### config.mk
export PLATFORM = sky130hd
export DESIGN_NAME = nearest_neighbor_row_scaler
export DESIGN_NICKNAME = d
export VERILOG_FILES = /design/src/rtl/nnrs_pkg.sv /design/src/rtl/nnrs_arith.sv /design/src/rtl/nnrs_datapath.sv /design/src/rtl/nnrs_ctrl.sv /design/src/rtl/nearest_neighbor_row_scaler.sv
export SDC_FILE = /design/constraint.sdc
export NUM_CORES = 2
export LEC_CHECK = 0
export CAP_MARGIN = 0
export CORE_ASPECT_RATIO = 0.7
export CORE_MARGIN = 4
export CORE_UTILIZATION = 60
export DETAILED_ROUTE_END_ITERATION = 10
export DONT_BUFFER_PORTS = 1
export PLACE_DENSITY = 0.76
export SYNTH_ARGS = -nofsm -noshare
export SYNTH_HDL_FRONTEND = slang
export SYNTH_SLANG_ARGS = --single-unit
### constraint.sdc
create_clock -name i_clk -period 11.2 [get_ports i_clk]
set_input_delay 1.12 -clock i_clk [delete_from_list [all_inputs] [get_ports i_clk]]
set_output_delay 1.12 -clock i_clk [all_outputs]
set_load 0.01 [all_outputs]
### src/rtl/nnrs_pkg.sv
// Shared types, constants and helpers of the nearest-neighbor row scaler.
package nnrs_pkg;

    localparam int MAX_DST_COLS_DEF = 4096;
    localparam int MAX_ZOOM_DEF     = 64;

    // Width of signed results of the shared arithmetic unit.
    localparam int RW = 52;
    // Width of operand magnitudes.
    localparam int AW = 50;
    // Width of divisors and remainders.
    localparam int DW = 17;
    localparam int CNTW = 6;
    localparam logic [CNTW-1:0] DIV_STEPS = 6'd50;
    localparam logic [CNTW-1:0] MUL_STEPS = 6'd16;

    typedef enum logic [2:0] {
        CFG_SRC_COL_START,
        CFG_SRC_COL_END,
        CFG_SRC_ROW_START,
        CFG_SRC_ROW_END,
        CFG_DST_COL_START,
        CFG_DST_COL_END,
        CFG_DST_ROW_START,
        CFG_DST_ROW_END
    } t_cfg_reg;

    typedef enum logic [2:0] {
        OP_K0,
        OP_K1,
        OP_MULT,
        OP_TDIV,
        OP_C0,
        OP_CI
    } t_op;

    typedef enum logic [3:0] {
        S_IDLE,
        S_R_MUL,
        S_K0,
        S_K1,
        S_MULT,
        S_TDIV,
        S_R_FIN,
        S_C0,
        S_CI,
        S_C_INIT,
        S_SKIP,
        S_EMIT,
        S_END
    } t_state;

    typedef struct packed {
        logic load_in;
        logic new_row;
        logic mul_row;
        logic arith_go;
        t_op  op;
        logic row_fin;
        logic col_init;
        logic advance;
        logic push;
        logic flush;
        logic special;
    } t_cmd;

    typedef struct packed {
        logic arith_done;
        logic rows_ok;
        logic cols_ok;
        logic col_lt;
        logic src_lt;
        logic src_eq;
        logic height_nz;
        logic pend_valid;
        logic out_free;
        logic last;
    } t_status;

    function automatic logic signed [RW-1:0] sx17(input logic signed [16:0] v);
        return {{(RW-17){v[16]}}, v};
    endfunction

endpackage

### src/rtl/nnrs_arith.sv
// Shared serial unit: restoring divider with floor or ceiling rounding and shift-add multiplier.
module nnrs_arith import nnrs_pkg::*; (
    input  logic                 i_clk,
    input  logic                 i_rst_n,
    input  logic                 i_go,
    input  logic                 i_mul,
    input  logic                 i_ceil,
    input  logic signed [RW-1:0] i_a,
    input  logic [DW-1:0]        i_b,
    output logic                 o_done,
    output logic signed [RW-1:0] o_res,
    output logic [DW-1:0]        o_rem
);

    logic            r_busy;
    logic [CNTW-1:0] r_cnt;
    logic            r_mul;
    logic            r_ceil;
    logic            r_neg;
    logic [AW-1:0]   r_q;
    logic [AW-1:0]   r_mc;
    logic [15:0]     r_mp;
    logic [DW-1:0]   r_rem;
    logic [DW-1:0]   r_b;

    logic signed [RW-1:0] w_abs;
    logic [DW:0]          w_trial;
    logic [DW:0]          w_diff;
    logic                 w_ge;
    logic [AW:0]          w_adj;
    logic signed [RW-1:0] w_ext;
    logic [CNTW-1:0]      w_lim;

    assign w_abs   = i_a[RW-1] ? -i_a : i_a;
    assign w_trial = {r_rem, r_q[AW-1]};
    assign w_diff  = w_trial - {1'b0, r_b};
    assign w_ge    = w_trial >= {1'b0, r_b};
    assign w_lim   = r_mul ? MUL_STEPS : DIV_STEPS;
    assign o_done  = r_busy && (r_cnt == w_lim);

    // Round the magnitude away from zero when the signs call for it, then restore the sign.
    assign w_adj = {1'b0, r_q} + (AW+1)'((r_rem != '0) && (r_neg != r_ceil));
    assign w_ext = {{(RW-AW-1){1'b0}}, w_adj};
    assign o_res = r_neg ? -w_ext : w_ext;
    assign o_rem = r_rem;

    always_ff @(posedge i_clk) begin
        if (!i_rst_n) begin
            r_busy <= 1'b0;
            r_cnt  <= '0;
        end else if (!r_busy) begin
            if (i_go) begin
                r_busy <= 1'b1;
                r_cnt  <= '0;
            end
        end else if (o_done) begin
            r_busy <= 1'b0;
        end else begin
            r_cnt <= r_cnt + 1'b1;
        end
    end

    always_ff @(posedge i_clk) begin
        if (!r_busy) begin
            if (i_go) begin
                r_mul  <= i_mul;
                r_ceil <= i_ceil;
                r_neg  <= i_a[RW-1];
                r_b    <= i_b;
                r_rem  <= '0;
                r_mp   <= i_b[15:0];
                r_mc   <= w_abs[AW-1:0];
                r_q    <= i_mul ? '0 : w_abs[AW-1:0];
            end
        end else if (!o_done) begin
            if (r_mul) begin
                if (r_mp[0]) begin
                    r_q <= r_q + r_mc;
                end
                r_mc <= {r_mc[AW-2:0], 1'b0};
                r_mp <= {1'b0, r_mp[15:1]};
            end else begin
                r_rem <= w_ge ? w_diff[DW-1:0] : w_trial[DW-1:0];
                r_q   <= {r_q[AW-2:0], w_ge};
            end
        end
    end

endmodule

### src/rtl/nnrs_datapath.sv
// Datapath: configuration registers, row and column arithmetic, pending and output registers.
module nnrs_datapath import nnrs_pkg::*; #(
    parameter int MAX_DST_COLS = MAX_DST_COLS_DEF
) (
    input  logic        i_clk,
    input  logic        i_rst_n,
    input  logic        i_cfg_valid,
    input  logic [2:0]  i_cfg_index,
    input  logic [15:0] i_cfg_data,
    input  logic [15:0] i_source_row,
    input  logic [15:0] i_source_col,
    input  logic [7:0]  i_red_in,
    input  logic [7:0]  i_green_in,
    input  logic [7:0]  i_blue_in,
    input  logic [7:0]  i_null_in,
    input  logic        i_has_null,
    input  logic        i_row_last,
    input  logic        i_out_stall,
    input  t_cmd        i_cmd,
    output t_status     o_status,
    output logic        o_out_valid,
    output logic [15:0] o_screen_x,
    output logic [15:0] o_screen_y,
    output logic [15:0] o_line_count,
    output logic [7:0]  o_red_out,
    output logic [7:0]  o_green_out,
    output logic [7:0]  o_blue_out,
    output logic [7:0]  o_null_out,
    output logic        o_null_valid,
    output logic        o_row_skipped,
    output logic        o_run_last,
    output logic [15:0] o_next_source_row
);

    localparam int CW = $clog2(MAX_DST_COLS + 1);

    logic [15:0] r_scs, r_sce, r_srs, r_sre, r_dcs, r_dce, r_drs, r_dre;

    logic [15:0] r_row, r_scol;
    logic [7:0]  r_red, r_green, r_blue, r_null;
    logic        r_hn, r_last;

    logic signed [33:0]   r_p;
    logic signed [RW-1:0] r_k0, r_k1, r_prod, r_tq;
    logic [15:0]          r_c0_q, r_ci_q, r_ci_r;
    logic [DW-1:0]        r_c0_r;
    logic [15:0]          r_top, r_height, r_next;

    logic [CW-1:0] r_col;
    logic [17:0]   r_src;
    logic [DW-1:0] r_crem;

    logic        r_pv;
    logic [15:0] r_px;
    logic [7:0]  r_pr, r_pg, r_pb, r_pn;
    logic        r_pnv;

    logic        r_ov;
    logic [15:0] r_ox, r_oy, r_ocnt, r_onext;
    logic [7:0]  r_or, r_og, r_ob, r_on;
    logic        r_onv, r_oskip, r_olast;

    logic signed [16:0]   w_sw, w_dw, w_sh, w_dh, w_rd;
    logic                 w_cols_ok, w_rows_ok;
    logic [CW-1:0]        w_ncols;
    logic signed [33:0]   w_prod;
    logic signed [RW-1:0] w_n0, w_n1;
    logic signed [RW-1:0] w_a;
    logic [DW-1:0]        w_b;
    logic                 w_mul, w_ceil, w_go;
    logic                 w_done;
    logic signed [RW-1:0] w_res;
    logic [DW-1:0]        w_rem;
    logic signed [RW-1:0] w_h, w_t, w_rp1x, w_m, w_nr;
    logic [16:0]          w_rp1;
    logic [17:0]          w_sum, w_twodw;
    logic                 w_wrap;
    logic                 w_out_free, w_load_pend;

    // ---------------- configuration ----------------
    always_ff @(posedge i_clk) begin
        if (!i_rst_n) begin
            r_scs <= 16'd0;
            r_sce <= 16'd1;
            r_srs <= 16'd0;
            r_sre <= 16'd1;
            r_dcs <= 16'd0;
            r_dce <= 16'd1;
            r_drs <= 16'd0;
            r_dre <= 16'd1;
        end else if (i_cfg_valid) begin
            unique case (t_cfg_reg'(i_cfg_index))
                CFG_SRC_COL_START: r_scs <= i_cfg_data;
                CFG_SRC_COL_END:   r_sce <= i_cfg_data;
                CFG_SRC_ROW_START: r_srs <= i_cfg_data;
                CFG_SRC_ROW_END:   r_sre <= i_cfg_data;
                CFG_DST_COL_START: r_dcs <= i_cfg_data;
                CFG_DST_COL_END:   r_dce <= i_cfg_data;
                CFG_DST_ROW_START: r_drs <= i_cfg_data;
                CFG_DST_ROW_END:   r_dre <= i_cfg_data;
                default:           r_scs <= r_scs;
            endcase
        end
    end

    assign w_sw = $signed({1'b0, r_sce}) - $signed({1'b0, r_scs});
    assign w_dw = $signed({r_dce[15], r_dce}) - $signed({r_dcs[15], r_dcs});
    assign w_sh = $signed({1'b0, r_sre}) - $signed({1'b0, r_srs});
    assign w_dh = $signed({r_dre[15], r_dre}) - $signed({r_drs[15], r_drs});
    assign w_rd = $signed({1'b0, r_row}) - $signed({1'b0, r_srs});

    assign w_cols_ok = (w_sw > 17'sd0) && (w_dw > 17'sd0);
    assign w_rows_ok = (w_sh > 17'sd0) && (w_dh > 17'sd0);

    always_comb begin
        if (!w_cols_ok) begin
            w_ncols = '0;
        end else if (w_dw > $signed(17'(MAX_DST_COLS))) begin
            w_ncols = CW'(MAX_DST_COLS);
        end else begin
            w_ncols = CW'(w_dw[15:0]);
        end
    end

    // ---------------- input item ----------------
    always_ff @(posedge i_clk) begin
        if (i_cmd.load_in) begin
            if (i_cmd.new_row) begin
                r_row <= i_source_row;
            end
            r_scol  <= i_source_col;
            r_red   <= i_red_in;
            r_green <= i_green_in;
            r_blue  <= i_blue_in;
            r_null  <= i_has_null ? i_null_in : 8'd0;
            r_hn    <= i_has_null;
            r_last  <= i_row_last;
        end
    end

    // ---------------- row mapping arithmetic ----------------
    assign w_prod = w_rd * w_dh;
    // Numerators of the forward map at the top and bottom edges of the row.
    assign w_n0 = {{(RW-35){r_p[33]}}, r_p, 1'b0} + sx17(w_sh);
    assign w_n1 = w_n0 + sx17(w_dh) + sx17(w_dh);

    always_ff @(posedge i_clk) begin
        if (i_cmd.mul_row) begin
            r_p <= w_prod;
        end
    end

    always_comb begin
        w_mul  = 1'b0;
        w_ceil = 1'b0;
        w_a    = '0;
        w_b    = '0;
        unique case (i_cmd.op)
            OP_K0: begin
                w_a = w_n0;
                w_b = {w_sh[15:0], 1'b0};
            end
            OP_K1: begin
                w_a = w_n1;
                w_b = {w_sh[15:0], 1'b0};
            end
            OP_MULT: begin
                w_mul = 1'b1;
                w_a   = {r_k1[RW-2:0], 1'b1};
                w_b   = {1'b0, w_sh[15:0]};
            end
            OP_TDIV: begin
                w_ceil = 1'b1;
                w_a    = r_prod;
                w_b    = {w_dh[15:0], 1'b0};
            end
            OP_C0: begin
                w_a = sx17(w_sw);
                w_b = {w_dw[15:0], 1'b0};
            end
            OP_CI: begin
                w_a = sx17(w_sw);
                w_b = {1'b0, w_dw[15:0]};
            end
            default: begin
                w_a = '0;
            end
        endcase
    end

    assign w_go = i_cmd.arith_go;

    nnrs_arith u_arith (
        .i_clk   (i_clk),
        .i_rst_n (i_rst_n),
        .i_go    (w_go),
        .i_mul   (w_mul),
        .i_ceil  (w_ceil),
        .i_a     (w_a),
        .i_b     (w_b),
        .o_done  (w_done),
        .o_res   (w_res),
        .o_rem   (w_rem)
    );

    always_ff @(posedge i_clk) begin
        if (w_done) begin
            case (i_cmd.op)
                OP_K0:   r_k0   <= w_res;
                OP_K1:   r_k1   <= w_res;
                OP_MULT: r_prod <= w_res;
                OP_TDIV: r_tq   <= w_res;
                OP_C0: begin
                    r_c0_q <= w_res[15:0];
                    r_c0_r <= w_rem;
                end
                OP_CI: begin
                    r_ci_q <= w_res[15:0];
                    r_ci_r <= w_rem[15:0];
                end
                default: r_k0 <= r_k0;
            endcase
        end
    end

    assign w_h    = r_k1 - r_k0;
    assign w_t    = {{(RW-16){1'b0}}, r_srs} + r_tq;
    assign w_rp1  = {1'b0, r_row} + 17'd1;
    assign w_rp1x = {{(RW-17){1'b0}}, w_rp1};
    assign w_m    = (w_t > w_rp1x) ? w_t : w_rp1x;
    assign w_nr   = w_m - RW'(1);

    always_ff @(posedge i_clk) begin
        if (i_cmd.row_fin) begin
            if (w_rows_ok) begin
                r_top <= r_drs + r_k0[15:0];
                if (w_h <= RW'(0)) begin
                    r_height <= 16'd0;
                end else if (w_h > RW'(65535)) begin
                    r_height <= 16'hffff;
                end else begin
                    r_height <= w_h[15:0];
                end
                r_next <= (w_nr > RW'(65535)) ? 16'hffff : w_nr[15:0];
            end else begin
                r_top    <= r_drs;
                r_height <= 16'd0;
                r_next   <= w_rp1[16] ? 16'hffff : w_rp1[15:0];
            end
        end
    end

    // ---------------- column walk ----------------
    assign w_sum   = {1'b0, r_crem} + {1'b0, r_ci_r, 1'b0};
    assign w_twodw = {1'b0, w_dw[15:0], 1'b0};
    assign w_wrap  = w_sum >= w_twodw;

    always_ff @(posedge i_clk) begin
        if (i_cmd.col_init) begin
            r_col <= '0;
            if (w_cols_ok) begin
                r_src  <= {2'b00, r_scs} + {2'b00, r_c0_q};
                r_crem <= r_c0_r;
            end else begin
                r_src  <= '0;
                r_crem <= '0;
            end
        end else if (i_cmd.advance) begin
            r_col  <= r_col + 1'b1;
            r_crem <= w_wrap ? 17'(w_sum - w_twodw) : w_sum[DW-1:0];
            r_src  <= r_src + {2'b00, r_ci_q} + 18'(w_wrap);
        end
    end

    // ---------------- pending and output registers ----------------
    assign w_out_free  = !r_ov || !i_out_stall;
    assign w_load_pend = (i_cmd.push && r_pv) || i_cmd.flush;

    always_ff @(posedge i_clk) begin
        if (!i_rst_n) begin
            r_pv <= 1'b0;
        end else if (i_cmd.push) begin
            r_pv <= 1'b1;
        end else if (i_cmd.flush) begin
            r_pv <= 1'b0;
        end
    end

    always_ff @(posedge i_clk) begin
        if (i_cmd.push) begin
            r_px  <= r_dcs + 16'(r_col);
            r_pr  <= r_red;
            r_pg  <= r_green;
            r_pb  <= r_blue;
            r_pn  <= r_null;
            r_pnv <= r_hn;
        end
    end

    always_ff @(posedge i_clk) begin
        if (!i_rst_n) begin
            r_ov <= 1'b0;
        end else if (w_load_pend || i_cmd.special) begin
            r_ov <= 1'b1;
        end else if (!i_out_stall) begin
            r_ov <= 1'b0;
        end
    end

    always_ff @(posedge i_clk) begin
        if (w_load_pend) begin
            r_ox    <= r_px;
            r_oy    <= r_top;
            r_ocnt  <= r_height;
            r_or    <= r_pr;
            r_og    <= r_pg;
            r_ob    <= r_pb;
            r_on    <= r_pn;
            r_onv   <= r_pnv;
            r_oskip <= 1'b0;
            r_olast <= i_cmd.flush && r_last;
            r_onext <= (i_cmd.flush && r_last) ? r_next : 16'd0;
        end else if (i_cmd.special) begin
            r_ox    <= 16'd0;
            r_oy    <= r_top;
            r_ocnt  <= 16'd0;
            r_or    <= 8'd0;
            r_og    <= 8'd0;
            r_ob    <= 8'd0;
            r_on    <= 8'd0;
            r_onv   <= 1'b0;
            r_oskip <= (r_height == 16'd0);
            r_olast <= 1'b1;
            r_onext <= r_next;
        end
    end

    assign o_out_valid       = r_ov;
    assign o_screen_x        = r_ox;
    assign o_screen_y        = r_oy;
    assign o_line_count      = r_ocnt;
    assign o_red_out         = r_or;
    assign o_green_out       = r_og;
    assign o_blue_out        = r_ob;
    assign o_null_out        = r_on;
    assign o_null_valid      = r_onv;
    assign o_row_skipped     = r_oskip;
    assign o_run_last        = r_olast;
    assign o_next_source_row = r_onext;

    assign o_status.arith_done = w_done;
    assign o_status.rows_ok    = w_rows_ok;
    assign o_status.cols_ok    = w_cols_ok;
    assign o_status.col_lt     = r_col < w_ncols;
    assign o_status.src_lt     = r_src < {2'b00, r_scol};
    assign o_status.src_eq     = r_src == {2'b00, r_scol};
    assign o_status.height_nz  = r_height != 16'd0;
    assign o_status.pend_valid = r_pv;
    assign o_status.out_free   = w_out_free;
    assign o_status.last       = r_last;

endmodule

### src/rtl/nnrs_ctrl.sv
// Controller: sequences row setup, the column walk of each pixel and the row end.
module nnrs_ctrl import nnrs_pkg::*; #(
    parameter int MAX_ZOOM = MAX_ZOOM_DEF
) (
    input  logic    i_clk,
    input  logic    i_rst_n,
    input  logic    i_in_valid,
    output logic    o_in_stall,
    input  t_status i_status,
    output t_cmd    o_cmd
);

    localparam int ZW = $clog2(MAX_ZOOM + 1);

    t_state        r_state, n_state;
    logic          r_row_open, n_row_open;
    logic [ZW-1:0] r_zoom, n_zoom;

    logic w_accept, w_match, w_room;

    assign o_in_stall = (r_state != S_IDLE);
    assign w_accept   = i_in_valid && (r_state == S_IDLE);
    assign w_match    = i_status.col_lt && i_status.src_eq;
    assign w_room     = i_status.height_nz && (r_zoom < ZW'(MAX_ZOOM));

    always_ff @(posedge i_clk) begin
        if (!i_rst_n) begin
            r_state    <= S_IDLE;
            r_row_open <= 1'b0;
            r_zoom     <= '0;
        end else begin
            r_state    <= n_state;
            r_row_open <= n_row_open;
            r_zoom     <= n_zoom;
        end
    end

    // Next state.
    always_comb begin
        n_state = r_state;
        unique case (r_state)
            S_IDLE: begin
                if (w_accept) begin
                    if (r_row_open) begin
                        n_state = S_SKIP;
                    end else if (i_status.rows_ok) begin
                        n_state = S_R_MUL;
                    end else begin
                        n_state = S_R_FIN;
                    end
                end
            end
            S_R_MUL: n_state = S_K0;
            S_K0:    if (i_status.arith_done) n_state = S_K1;
            S_K1:    if (i_status.arith_done) n_state = S_MULT;
            S_MULT:  if (i_status.arith_done) n_state = S_TDIV;
            S_TDIV:  if (i_status.arith_done) n_state = S_R_FIN;
            S_R_FIN: n_state = i_status.cols_ok ? S_C0 : S_C_INIT;
            S_C0:    if (i_status.arith_done) n_state = S_CI;
            S_CI:    if (i_status.arith_done) n_state = S_C_INIT;
            S_C_INIT: n_state = S_SKIP;
            S_SKIP: begin
                if (!(i_status.col_lt && i_status.src_lt)) begin
                    n_state = S_EMIT;
                end
            end
            S_EMIT: begin
                if (!w_match) begin
                    n_state = S_END;
                end
            end
            S_END: begin
                if (i_status.pend_valid || i_status.last) begin
                    if (i_status.out_free) begin
                        n_state = S_IDLE;
                    end
                end else begin
                    n_state = S_IDLE;
                end
            end
            default: n_state = S_IDLE;
        endcase
    end

    // Commands and counters.
    always_comb begin
        o_cmd      = '0;
        o_cmd.op   = OP_K0;
        n_row_open = r_row_open;
        n_zoom     = r_zoom;
        unique case (r_state)
            S_IDLE: begin
                if (w_accept) begin
                    o_cmd.load_in = 1'b1;
                    o_cmd.new_row = !r_row_open;
                    n_zoom        = '0;
                end
            end
            S_R_MUL: o_cmd.mul_row = 1'b1;
            S_K0: begin
                o_cmd.arith_go = 1'b1;
                o_cmd.op       = OP_K0;
            end
            S_K1: begin
                o_cmd.arith_go = 1'b1;
                o_cmd.op       = OP_K1;
            end
            S_MULT: begin
                o_cmd.arith_go = 1'b1;
                o_cmd.op       = OP_MULT;
            end
            S_TDIV: begin
                o_cmd.arith_go = 1'b1;
                o_cmd.op       = OP_TDIV;
            end
            S_R_FIN: o_cmd.row_fin = 1'b1;
            S_C0: begin
                o_cmd.arith_go = 1'b1;
                o_cmd.op       = OP_C0;
            end
            S_CI: begin
                o_cmd.arith_go = 1'b1;
                o_cmd.op       = OP_CI;
            end
            S_C_INIT: begin
                o_cmd.col_init = 1'b1;
                n_row_open     = 1'b1;
            end
            S_SKIP: begin
                o_cmd.advance = i_status.col_lt && i_status.src_lt;
            end
            S_EMIT: begin
                if (w_match) begin
                    if (w_room) begin
                        // A held pixel must move out before a new one takes its place.
                        if (!i_status.pend_valid || i_status.out_free) begin
                            o_cmd.push    = 1'b1;
                            o_cmd.advance = 1'b1;
                            n_zoom        = r_zoom + 1'b1;
                        end
                    end else begin
                        o_cmd.advance = 1'b1;
                    end
                end
            end
            S_END: begin
                if (i_status.out_free) begin
                    if (i_status.pend_valid) begin
                        o_cmd.flush = 1'b1;
                    end else if (i_status.last) begin
                        o_cmd.special = 1'b1;
                    end
                end
                if (i_status.last && (n_state == S_IDLE)) begin
                    n_row_open = 1'b0;
                end
            end
            default: o_cmd = '0;
        endcase
    end

endmodule

### src/rtl/nearest_neighbor_row_scaler.sv
// Top level of the nearest-neighbor row scaler.
// The block takes the source pixels of one raster row in column order and emits, for each
// pixel, every screen column that maps onto it, tagged with the row's top screen line and
// the number of screen lines it covers; the last result of a row carries the next source
// row worth sending, and a row that covers no screen line gives a single skip result.
// The first pixel of a row starts a row setup that runs five divisions and one
// multiplication one after the other on a single serial arithmetic unit. With a
// degenerate row region the four row operations are left out; with a degenerate
// column region the two column divisions are left out. After that the pixel walks
// the screen columns, passing each over or emitting it, and may wait for the output
// register to be taken. Inputs are accepted only between pixels; the output register
// and a one-deep hold register let the next pixel start while a result waits to be taken.
// Results are copies of source pixels; at most MAX_ZOOM screen columns are emitted per
// pixel and the screen width is cut to MAX_DST_COLS. Configuration writes are always
// ready and must only be done while no pixel is in flight.
module nearest_neighbor_row_scaler import nnrs_pkg::*; #(
    parameter int MAX_DST_COLS = MAX_DST_COLS_DEF,
    parameter int MAX_ZOOM     = MAX_ZOOM_DEF
) (
    input  logic        i_clk,
    input  logic        i_rst_n,
    // Configuration write channel.
    input  logic        i_cfg_valid,
    output logic        o_cfg_ready,
    input  logic [2:0]  i_cfg_index,
    input  logic [15:0] i_cfg_data,
    // Source pixel channel.
    input  logic        i_in_valid,
    output logic        o_in_stall,
    input  logic [15:0] i_source_row,
    input  logic [15:0] i_source_col,
    input  logic [7:0]  i_red_in,
    input  logic [7:0]  i_green_in,
    input  logic [7:0]  i_blue_in,
    input  logic [7:0]  i_null_in,
    input  logic        i_has_null,
    input  logic        i_row_last,
    // Screen pixel channel.
    output logic        o_out_valid,
    input  logic        i_out_stall,
    output logic [15:0] o_screen_x,
    output logic [15:0] o_screen_y,
    output logic [15:0] o_line_count,
    output logic [7:0]  o_red_out,
    output logic [7:0]  o_green_out,
    output logic [7:0]  o_blue_out,
    output logic [7:0]  o_null_out,
    output logic        o_null_valid,
    output logic        o_row_skipped,
    output logic        o_run_last,
    output logic [15:0] o_next_source_row
);

    t_cmd    w_cmd;
    t_status w_status;

    // Register writes complete in the cycle they are offered.
    assign o_cfg_ready = 1'b1;

    // The controller decides what happens to each transfer; the datapath holds all numbers.
    nnrs_ctrl #(
        .MAX_ZOOM (MAX_ZOOM)
    ) u_ctrl (
        .i_clk      (i_clk),
        .i_rst_n    (i_rst_n),
        .i_in_valid (i_in_valid),
        .o_in_stall (o_in_stall),
        .i_status   (w_status),
        .o_cmd      (w_cmd)
    );

    nnrs_datapath #(
        .MAX_DST_COLS (MAX_DST_COLS)
    ) u_dp (
        .i_clk             (i_clk),
        .i_rst_n           (i_rst_n),
        .i_cfg_valid       (i_cfg_valid),
        .i_cfg_index       (i_cfg_index),
        .i_cfg_data        (i_cfg_data),
        .i_source_row      (i_source_row),
        .i_source_col      (i_source_col),
        .i_red_in          (i_red_in),
        .i_green_in        (i_green_in),
        .i_blue_in         (i_blue_in),
        .i_null_in         (i_null_in),
        .i_has_null        (i_has_null),
        .i_row_last        (i_row_last),
        .i_out_stall       (i_out_stall),
        .i_cmd             (w_cmd),
        .o_status          (w_status),
        .o_out_valid       (o_out_valid),
        .o_screen_x        (o_screen_x),
        .o_screen_y        (o_screen_y),
        .o_line_count      (o_line_count),
        .o_red_out         (o_red_out),
        .o_green_out       (o_green_out),
        .o_blue_out        (o_blue_out),
        .o_null_out        (o_null_out),
        .o_null_valid      (o_null_valid),
        .o_row_skipped     (o_row_skipped),
        .o_run_last        (o_run_last),
        .o_next_source_row (o_next_source_row)
    );

endmodule

==> summary.txt <==
Die
  • Core area: 0.119 sq mm
  • # IOs: between 150 and 200
  • Die X: ~420 microns
  • Die H: about 300 microns
  • Rows: about 110
  • Die footprint: roughly 0.13 sq mm
  • Starting Density: 60.5%

Synth
  • Post-synth EDFFs: 755
  • Avg Inst Size Synth: 9.40 sq um
  • Synth Register Bits: 918
  • Mapped Cells: 7676
  • Area leader, netlist: edfxtp_1
  • Most frequent cells after synthesis: 904 x nand2_1, 755 x edfxtp_1, 666 x inv_1, 569 x nor2_1, 549 x ha_1
  • Synth unique cells: 108
  • Top cells by area, synth: edfxtp_1 31%, ha_1 9.5%, fa_1 8.7%, nand2_1 4.7%, xnor2_1 4.6%
  • Post-synth ARST share: 0%
  • Synth Net Count: between 8000 and 9000
  • Primary FF master, synth: edfxtp_1
  • Sequential share of the synthesized area: between 30 and 40%
  • Most frequent cell after synthesis: nand2_1
  • Synth Cell Area: 0.0722 sq mm
  • Synth warn: 0
  • Synth top area share: 31.4%

Clock tree
  • CTS Sinks: ~900
  • Max clock buf depth: 3
  • H-tree depth: 3
  • Cts bufs inserted: 92
  • CTS tree: built
  • Clock-pin slew on the worst setup and hold paths: about 0.070 ns
  • Clock root buffer: clkbuf_16
  • Clock Latency Late Sink: 0.74 ns
  • # hold bufs at CTS: 0

Route
  • DRC violations left: 0
  • DR vias: 59600
  • First-pass iteration count of the detailed router: 8
  • Vias/cell: between 6 and 7
  • Drt wl/cell: roughly 25 microns
  • Antenna-violating nets left: 0
  • DR iter-0 viols: roughly 7700
  • DRT Wirelength: roughly 230000 microns

Critical path
  • Arrival time at the worst endpoint: 11.23 ns
  • Most frequent CP cell: nor2_1
  • CP max stage delay: 0.56 ns
  • Worst Setup Path Type: reg -> reg
  • CP Max Fanout: 6
  • Slowest CP cell: or4b_4
  • Type of origin of the critical path: register
  • Req. time, crit path: between 10 and 15 ns
  • Nature of the critical path endpoint: register

Global route
  • Vias in the first global route: 55700
  • Gr usage total: about a third
  • GRT overflow: 0
  • First-pass GRT wire length: 342000 microns
  • Initial antenna violation count: 8
  • Pin count of the biggest net entering global routing: 146

Finish
  • Fin cells: 9273
  • Finished Cell Area: 0.0777 sq mm
  • Share of cells above drive strength 1: between 5 and 6%
  • Post-synthesis to final-layout area growth: 7.61%
  • Layout Nets: 8574

Run
  • Maxcap violations: 0

Placed design
  • Placed insts: 9088
  • Routability cong.: 0.987
  • I/O Buffers: 0
  • Detailed placement HPWL: 175000 microns
  • Placed Area: 0.0742 sq mm

Status
  • Status: complete, no violations

STA
  • Max Slew Vio Count: 0
  • Post-layout min period: 10.77 ns
  • Clock skew: 0.0542 ns
  • Final setup viols: 0
  • Final period utilization: 96.1%
  • Worst-Margin Slew: 1.32 ns
  • Final Hold Fails: 0
  • Setup TNS Final: 0 ns
  • WHS: 0.421 ns
  • Max-slew headroom: 11.5%
  • Max Freq: 0.0929 GHz

Hold path
  • Hold Crit Class: reg -> reg
critical path, delay by kind of cell (launching register included):
kind,cells,cell delay (ns)
buffers and inverters,2,0.29
adders and majority gates,4,1.34
and+or+nand+nor,16,3.33
xor gates and xnor gates,4,0.86
DFF,1,0.34
AOI/OAI and AO/OA,23,4.36
sequential cells by signal, indices dropped and copies added (netlist names), 18 cells and up:
register,cells
u_dp.r_k0,52
u_dp.r_k1,52
u_dp.r_tq,52
u_dp.r_prod,51
u_dp.u_arith.r_mc,50
u_dp.u_arith.r_q,50
u_dp.r_p,34
u_dp.r_src,18
stage by stage:
| stage | utilization [%] | setup slack, ns |
|---|---|---|
| floorplan | - | 1.07 |
| global placement | 62.2 | 0.363 |
| detailed placement | 62.2 | 0.202 |
| CTS | 64.9 | 0.135 |
| global route | 65.0 | -0.181 |
| finish | 65.1 | 0.434 |
repair_timing:
item	4_1_cts	5_1_grt
resized for setup	0	39
buffers inserted	0	4
endpoints found under the setup margin	0	102
path summary, 6_finish.rpt:
path / startpoint / endpoint / slack [ns] / cells past startpoint
min reg2reg: u_dp.r_null[3]$_SDFFCE_PN0P_ / u_dp.r_pn[3]$_DFFE_PP_ / 0.42 / 0
max: u_dp.r_srs[1]$_SDFFE_PN0P_ / u_dp.u_arith.r_q[48]$_DFFE_PP_ / 0.43 / 49
min: u_dp.r_null[3]$_SDFFCE_PN0P_ / u_dp.r_pn[3]$_DFFE_PP_ / 0.42 / 0
max reg2reg: u_dp.r_srs[1]$_SDFFE_PN0P_ / u_dp.u_arith.r_q[48]$_DFFE_PP_ / 0.43 / 49
cell usage in the layout (no fill, tap or decap), types with 93 or more instances in the layout:
cell type,Yosys,final
dfxtp_1,163,162
ha_1,549,549
nor3_1,142,135
edfxtp_1,755,755
a21boi_0,164,161
nor2_1,569,558
nand2_1,904,904
nand3_1,178,178
clkbuf_16,0,93
xor2_1,201,194
buf_4,2,121
a21oi_1,423,410
inv_1,666,663
o21ai_0,382,375
a21o_1,140,140
xnor2_1,376,367
and2_1,152,152
fa_1,315,315
final cells by class:
cell class / count / area [sq um]
inverter: 669 / 2510
fill: 9576 / 41700
timing repair buffer: 122 / 920
multi-input combinational: 5817 / 43100
tap: 1566 / 1960
antenna: 7 / 17.5
sequential: 918 / 25900
clock inverter: 66 / 796
clock buffer: 108 / 2420
layer usage:
| layer | part of all wire, % | GRT usage (%) | vias up |
|---|---|---|---|
| li1 | - | - | 27100 |
| met1 | 43 | 51.7 | 28700 |
| met2 | 41 | 50.6 | 3343 |
| met3 | 12 | 9.42 | 481 |
| met4 | 3.8 | 11.4 | 2 |
| met5 | 0.0075 | 0 | - |
logic make-up after synthesis:
| logic type | Yosys count | synth area share (%) |
|---|---|---|
| xor+xnor | 577 | 7.00 |
| flops | 918 | 35.9 |
| other cells | 1 | 0.00520 |
| buf+inv | 941 | 4.94 |
| simple gates | 2468 | 16.1 |
| fa+ha+maj | 864 | 18.3 |
| mux | 86 | 1.24 |
| compound gates | 1821 | 16.5 |
Power is left out: the tool's default activity adds up to more than one toggle a clock period on the data nets, which glitch-free logic cannot reach.
